<file path="src/sv/npcs_pkg.sv">
// shared types and constants for the nearest palette color search block
// depends on nothing; imported by the top, controller and datapath modules of the block
`timescale 1ns / 1ps

package npcs_pkg;

  // palette geometry
  localparam int PALETTE_ENTRIES = 256;
  localparam int IDX_W           = $clog2(PALETTE_ENTRIES);
  localparam int COLOR_W         = 24;
  localparam int DIST_W          = 18;
  localparam int SQ_W            = 16;
  localparam logic [DIST_W-1:0] DIST_MAX = DIST_W'(195075);

  // item kind codes
  localparam logic KIND_WRITE = 1'b0;
  localparam logic KIND_QUERY = 1'b1;

  // controller states
  typedef enum logic [1:0] {
    ST_IDLE,
    ST_SCAN,
    ST_DRAIN,
    ST_FINISH
  } state_t;

  // commands from controller to datapath
  typedef struct packed {
    logic wr_take;   // write item accepted, store the entry
    logic start;     // query item accepted, latch color and clear scan
    logic step;      // issue one palette read
    logic load_out;  // move best match into the output register
  } ctrl_cmd_t;

  // status from datapath to controller
  typedef struct packed {
    logic last_addr; // scan address is on the final entry
    logic busy;      // distance pipeline still holds entries
    logic out_free;  // output register can take a new result
  } dp_status_t;

endpackage

</file>
<file path="src/sv/npcs_ctrl.sv">
// controller state machine for the palette search: accepts items, sequences the scan
// depends on npcs_pkg
`timescale 1ns / 1ps

module npcs_ctrl
  import npcs_pkg::*;
(
  input  logic       clk,
  input  logic       rst_n,
  input  logic       in_valid,
  input  logic       in_kind,
  output logic       in_stall,
  input  dp_status_t status,
  output ctrl_cmd_t  cmd
);

  state_t state_r;
  state_t state_nxt;

  // state register
  always_ff @(posedge clk) begin
    if (!rst_n) begin
      state_r <= ST_IDLE;
    end else begin
      state_r <= state_nxt;
    end
  end

  // next state and commands
  always_comb begin
    state_nxt    = state_r;
    cmd          = '0;
    in_stall     = 1'b1;
    unique case (state_r)
      ST_IDLE: begin
        in_stall = 1'b0;
        if (in_valid) begin
          if (in_kind == KIND_QUERY) begin
            cmd.start = 1'b1;
            state_nxt = ST_SCAN;
          end else begin
            cmd.wr_take = 1'b1;
          end
        end
      end
      ST_SCAN: begin
        cmd.step = 1'b1;
        if (status.last_addr) begin
          state_nxt = ST_DRAIN;
        end
      end
      ST_DRAIN: begin
        if (!status.busy) begin
          state_nxt = ST_FINISH;
        end
      end
      ST_FINISH: begin
        if (status.out_free) begin
          cmd.load_out = 1'b1;
          state_nxt    = ST_IDLE;
        end
      end
      default: begin
        state_nxt = ST_IDLE;
      end
    endcase
  end

endmodule

</file>
<file path="config.mk">
export PLATFORM = sky130hd
export DESIGN_NAME = npcs_ctrl
export DESIGN_NICKNAME = d
export VERILOG_FILES = /design/src/sv/npcs_pkg.sv /design/src/sv/npcs_ctrl.sv
export SDC_FILE = /design/constraint.sdc
export NUM_CORES = 1
export LEC_CHECK = 0
export BUFFER_PORTS_ARGS = -buffer_cell sky130_fd_sc_hd__buf_2
export CAP_MARGIN = 20
export CORE_AREA = 3 3 40 42
export CTS_CLUSTER_DIAMETER = 60
export DETAILED_ROUTE_END_ITERATION = 10
export DIE_AREA = 0 0 43 45
export PLACE_DENSITY = 0.41
export SLEW_MARGIN = 20
export SYNTH_ARGS = -nofsm -noshare
export SYNTH_HDL_FRONTEND = slang
export SYNTH_SLANG_ARGS = --single-unit
</file>
<file path="constraint.sdc">
create_clock -name clk -period 1.66 [get_ports clk]
set_input_delay 0.332 -clock clk [delete_from_list [all_inputs] [get_ports clk]]
set_output_delay 0.332 -clock clk [all_outputs]
set_load 0.01 [all_outputs]
</file>
# Word-level counts from Yosys, hierarchy flattened
# Cells that the tools add are included.
[totals]
ff_bits = 2
input_bits = 7
[classes]
n_eq_ne = 8
n_mux = 14
reduce_logical = 2
[op_table]
columns = ["cell", "n"]
rows = [
  ["$mux 2", 7],
  ["$ne 2x2->1 const B", 5],
  ["$pmux 2 s4", 1],
  ["$mux 1", 6],
  ["$reduce_and 5->1", 1],
  ["$eq 2x2->1 const B", 2],
  ["$eq 2x1->1 const B", 1],
  ["$logic_not 2->1", 1],
]

# Logic depth before layout (Yosys ltp)
# Gate-level depths: netlist of run 1.
[depth]
word_depth = 3
mapped_depth = 5

# Worst setup path after synthesis of run 1
# No wires, ideal clock.
[synth_path]
path_kind = "register -> register"
startpoint = "register state_r[1]"
endpoint = "register state_r[0]"
arrival_ps = 1299
required_ps = 1544
path_slack_ps = 245
path_stages_with_launch = 6
synth_period_minus_slack_ps = 1415
cell_sequence = "dfxtp_1 -> inv_1 -> ha_1 -> nor2b_1 -> or4_1 -> o211a_1"
[synth_via]
elab_chain_len = 3
word_cells_on_any_way = 11
cone_classes = "eq/ne: 8; mux: 1; reduce/logical: 2"
[synth_rtl]
columns = ["item", "line", "rtl"]
rows = [
  ["start: declaration", "npcs_ctrl.sv:17", "state_t state_r;"],
  ["start signal: assignment", "npcs_ctrl.sv:25", "state_r <= state_nxt;"],
  ["$eq 2x1->1, or another cell as far along", "npcs_ctrl.sv:34", "unique case (state_r)"],
  ["$ne 2x2->1 (no source line)", "--", ""],
  ["$reduce_and 5->1 (no source line)", "--", ""],
]
# Parallel ways exist; a longest one is shown, timed or not.
# A chain may end at the register's enable or synchronous reset.

==> impl_results.md, run 1 <==
* Clock sink count at 2
* Crit end category: output pin
* Biggest register: state_r
* RSZ-0062 raised after global routing: no
* Tightest Hold Check Type: input port to register
* DP Worst Slack at 0.162 ns
* Routed Antenna Nets at 0
* Met2 wire len at 219 um
* # setup viols final at 0
* Per-cell routed wire length at 9.20 um
* Full die area at 0.00194 mm2
* Synth unique cells at 14
* Area Overhead vs Synth at 45.3%
* CP arrival at 1.20 ns
* Detailed Route WL at 469 um
* CTS buffer count at 3
* Synthesis-stage register bit count at 2
* Setup CP Type: register to output pin
* Status: completed
* Starting Density at 16.6%
* WL met3 at 41 um
* Worst slew margin at 79.2%
* Crit-path max FO at 5
* Net count, final at 49
* Core Rows at 13
* Syn Nets at 33
* Cell taking the most area after synthesis: ha_1
* Iteration-0 DRC Markers at 6
* RePlAce Congestion at 0.673
* Vias per cell at 3.76
* R2r setup slk at 0.16 ns
* Die Ht at 45 um
* CORE AREA at 0.00128 mm2
* DRT Pass-1 Iters at 2
* MaxCap Viol Count at 0
* Max Clock Skew at 0.00264 ns
* Vias in the first global route at 191
* R2r worst-path depth at 4
* Pleak at 0.169 nW
* Worst Setup Slack, final at 0.123 ns
* Layout cell share with drive strength beyond 1 at 47.2%
* Final hold vios at 0
* Synthesized area at 213 um2
* Synth warn at 0
* Reg2reg end: state_r[0]
* Power per cell area at 1510 mW/mm2
* Die W at 43 um
* Mapped Avg Cell Area at 9.67 um2
* Hold Crit Depth at 2
* Post-Synthesis Cells at 22
* Hold Buf Count CTS at 0
* Clk Latency, worst-skew pair at 0.22 ns
* Residual DRC at 0
* Final period util at 92.6%
* Peak supply drop at 511 uV
* Fmax achieved at 651 MHz
* Hold EP: state_r[0]
* Synth area leaders: ha_1, dfxtp_1, a2111oi_4
* Largest register FFs at 2
* CP required at 1.33 ns
* DR top layer: met3
* Pins Over Slew Limit at 0
* Resize count post-CTS at 0
* Top cell type's share of synthesized area at 23.5%
* Post-CTS Setup Bufs at 0
* Sequential share of the synthesized area at 18.8%
* GRT overflow at 0
* Hold_sp: rst_n
* Largest registers: state_r (2)
* Max Root-Sink Buffers at 2
* Vias post-DR at 192
* Period minus WS final at 1.54 ns
* Worst Tran Pin Value at 0.312 ns
* Number of fillers in the final layout at 147
* Initial antenna violation count at 0
* First-pass GRT wire length at 786 um
* Largest net degree at the start of global routing at 6
* Tot GR Track Use at 5.82%
* Crit start category: register
* CTS Root Cell: clkbuf_4
* IO Port Bufs at 11
* # IOs at 12
* FF-to-FF Start: state_r[0]
* ANT cells at 0
* Met1 wire length at 208 um
* H-tree depth at 1
* CTS tree: done
* Total negative setup slack at 0 ns
* Clock-pin slew on the worst setup and hold paths at 0.03 ns
-- report_power, final --
group          switching (mW)  internal, mW
Clock                  0.0264        0.0796
Combinational           0.137         0.133
Sequential             0.0213        0.0688
Total                   0.184         0.281
-- kinds of logic (layout without fill, tap and decap cells) --
logic type / count (synthesis) / after routing / share of synthesized area, %
buf+inv: 3 / 17 / 5.29
simple gates: 9 / 9 / 26.5
fa+ha+maj: 4 / 4 / 23.5
flops: 2 / 2 / 18.8
compound gates: 3 / 3 / 21.2
mux: 1 / 1 / 4.71
-- routing by layer --
metal	global-route usage, %	up-vias
met3	3.19	0
li1	-	103
met2	8.08	7
met4	7.23	0
met5	0	-
met1	5.52	82
-- cells in the final DEF, fill, tap and decap left out --
cell type	instances
a2111oi_4	1
a21boi_1	1
and2_2	1
and3_1	1
buf_2	11
clkbuf_4	3
dfxtp_1	2
ha_1	4
inv_1	3
mux2i_1	1
nand2_1	3
nor2_1	1
nor2b_1	1
nor2b_4	1
o211a_1	1
or4_1	1
-- Yosys cell counts (all sizes together) --
library cell and instances:
mux2i 1, o211a 1, ha 4, nor2b 2, a2111oi 1, and3 1
a21boi 1, and2 1, nand2 3, dfxtp 2, inv 3, or4 1
nor2 1
-- how the worst max path moves through the flow --
stage,from,end,slack (ns),cells past startpoint
after global routing,state_r[0],cmd[2],0.03,4
after CTS,state_r[0],cmd[2],0.10,4
after floorplan,state_r[1],state_r[0],0.25,5
final,state_r[0],cmd[2],0.12,4
after global placement,state_r[1],state_r[0],0.22,5
after detailed placement,state_r[0],state_r[0],0.16,4
-- area by class of cell --
type	count	area, um2	area share [%]
well taps	15	18.8	6.07
multi-input cells	17	161	52.2
flip-flops and latches	2	40.0	13.0
clock buffers	3	22.5	7.29
inverters	3	11.3	3.64
repair buffers	11	55.1	17.8
-- worst max-delay path, stage by stage, from the launching register on --
cell     delay, ns
dfxtp_1       0.37
inv_1         0.09
ha_1          0.24
and3_1        0.15
buf_2         0.13
-- stage by stage --
step | utilization (%) | instances | hold WS (ns) | area (um2) | power, mW
2_1_floorplan | - | 22 | 0.465 | 213 | 0.285
3_3_place_gp | 22.3 | 48 | 0.491 | 287 | 0.357
3_5_place_dp | 22.3 | 48 | 0.502 | 287 | 0.364
4_1_cts | 24.1 | 51 | 0.369 | 309 | 0.480
5_1_grt | 24.1 | 51 | 0.394 | 309 | 0.518
6_report | 24.1 | 51 | 0.385 | 309 | 0.466
Note: power is estimated with default switching activity, not from simulation.
==> run 2: changes to the inputs <==
ABC_AREA = 1   (was not set)
CORE_AREA = 4 4 41 43   (was 3 3 40 42)
DIE_AREA = 0 0 45 47   (was 0 0 43 45)
PLACE_DENSITY = 0.43   (was 0.41)
SKIP_LAST_GASP = 1   (was not set)
==> impl_results.md, run 2 <==
* RSZ-0062 raised after global routing: no
* ANT cells at 0
* Period minus WS final at 1.54 ns
* Worst Tran Pin Value at 0.156 ns
* Cell taking the most area after synthesis: ha_1
* First-pass GRT wire length at 855 um
* Commonest cells after routing, fill and taps aside: buf_2, inv_1, nand2_1
* FF-to-FF Start: state_r[0]
* Hold WS at 0.342 ns
* Post-route design area at 329 um2
* MaxCap Viol Count at 0
* # IOs at 12
* Hold Crit Depth at 3
* Post-synth top flop: dfxtp_1
* Total Power at 0.543 mW
* CP required at 1.33 ns
* Detailed Route WL at 512 um
* CORE AREA at 0.00130 mm2
* Largest register FFs at 2
* CTS Root Cell: clkbuf_4
* Total negative setup slack at 0 ns
* Post-CTS Setup Bufs at 0
* Crit end category: output pin
* Per-cell routed wire length at 7.76 um
* CTS tree: done
* Post-Synthesis Cells at 37
* Sequential share of the synthesized area at 17.4%
* Final hold vios at 0
* Synth warn at 0
* CP arrival at 1.20 ns
* Detailed placer's ending HPWL at 434 um
* Die Ht at 47 um
* Placed cell areas at 304 um2
* R2r setup slk at 0.42 ns
* Worst Setup Slack, final at 0.124 ns
* Crit start category: register
* Tot GR Track Use at 6.15%
* Post-synth EDFFs at 0
* Initial antenna violation count at 0
* Full die area at 0.00212 mm2
* Status: completed
* Setup CP Type: register to output pin
* Async set or reset register ratio after synthesis at 0%
* GRT overflow at 0
* Iteration-0 DRC Markers at 1
* Area Overhead vs Synth at 42.9%
* Tightest Hold Check Type: input port to register
* Residual DRC at 0
* Syn Nets at 48
* Clock-pin slew on the worst setup and hold paths at 0.03 ns
* Number of fillers in the final layout at 159
* Clock sink count at 2
* Synth area leaders: ha_1, dfxtp_1, inv_1
* Vias in the first global route at 242
* Pins Over Slew Limit at 0
* Max Clock Skew at 0.00418 ns
* Commonest cells in the netlist: inv_1, nand2_1, nor2_1
* Vias post-DR at 238
* Fmax achieved at 651 MHz
* Largest registers: state_r (2)
* Synth unique cells at 10
* Commonest non-fill, non-tap cell in the layout: buf_2
* RePlAce Congestion at 0.635
* Hold EP: state_r[1]
* Peak supply drop at 561 uV
* DP Worst Slack at 0.336 ns
* Power per cell area at 1650 mW/mm2
* Starting Density at 17.7%
* Top cell type's share of synthesized area at 21.7%
* Biggest register: state_r
* Hold_sp: rst_n
* # setup viols final at 0
* Crit-path max FO at 4
* Reg2reg end: state_r[0]
* Most frequent cell after synthesis: inv_1
* Die W at 45 um
* Final period util at 92.6%
* Synthesis-stage register bit count at 2
* H-tree depth at 1
* Routed Antenna Nets at 0
* Clk Latency, worst-skew pair at 0.23 ns
* Synthesized area at 230 um2
* Mapped Avg Cell Area at 6.22 um2
* R2r worst-path depth at 8
* Largest net degree at the start of global routing at 5
* Pleak at 0.212 nW
* Hold Buf Count CTS at 0
* Worst slew margin at 89.6%
* Net count, final at 64
* Layout cell share with drive strength beyond 1 at 39.2%
* IO Port Bufs at 11
* DRT Pass-1 Iters at 2
* Vias per cell at 3.61
* Max Root-Sink Buffers at 2
* Core Rows at 13
* CTS buffer count at 3
## run 2: cell count changes in the layout (fill, tap and decap cells not counted), sizes merged, moves of 2 or more
cell and change:
nor3 +2, nand2 +4, nor2b -2, inv +8, nand3 +3, nor2 +6
## run 2: timing repair
action                                 4_1_cts  5_1_grt
setup endpoints to repair                    0        1
gates resized for setup                      0        1
endpoints found under the hold margin        0        0
## run 2: cell families after synthesis
logic type	synth area share, %
compound gates	7.07
fa+ha+maj	21.7
buf+inv	17.9
flops	17.4
simple gates	35.9
## run 2: worst max-delay path, stage by stage (launching register included)
cell and delay (ns):
dfxtp_1 0.33, inv_1 0.09, ha_2 0.18, inv_2 0.06
nor3_1 0.17, buf_2 0.15
## run 2: stage by stage
step	cells	utilization, %
after floorplan	37	-
after global placement	63	23.4
after detailed placement	63	23.4
after CTS	66	25.1
after global routing	66	25.3
final	66	25.3
## run 2: routing by layer
| metal | part of all wire [%] | GRT usage, % |
|---|---|---|
| met1 | 38 | 4.97 |
| met3 | 3.3 | 1.15 |
| met4 | 3.1 | 8.77 |
| met2 | 55 | 10.7 |
| met5 | 0 | 0 |
## run 2: worst max-delay path by stage
stage,startpoint,to,slack [ns],depth (start not counted)
finish,state_r[1],cmd[2],0.12,5
global route,state_r[1],cmd[2],0.005,5
CTS,state_r[1],cmd[2],0.09,5
detailed placement,state_r[1],cmd[2],0.34,5
global placement,state_r[0],cmd[2],0.37,5
floorplan,state_r[0],cmd[2],0.38,4
## run 2: layout make-up
class / instances / area, um2 / area share, %
multi-input combinational: 24 / 151 / 46.0
timing repair buffer: 11 / 55.1 / 16.7
inverter: 11 / 41.3 / 12.5
sequential: 2 / 40.0 / 12.2
clock buffer: 3 / 22.5 / 6.84
tap: 15 / 18.8 / 5.70
## run 2: where the power goes
part	switching, mW	internal, mW	leakage, nW
logic	0.201	0.139	0.181
clock network	0.0290	0.0798	0.0138
registers	0.0229	0.0717	0.0166
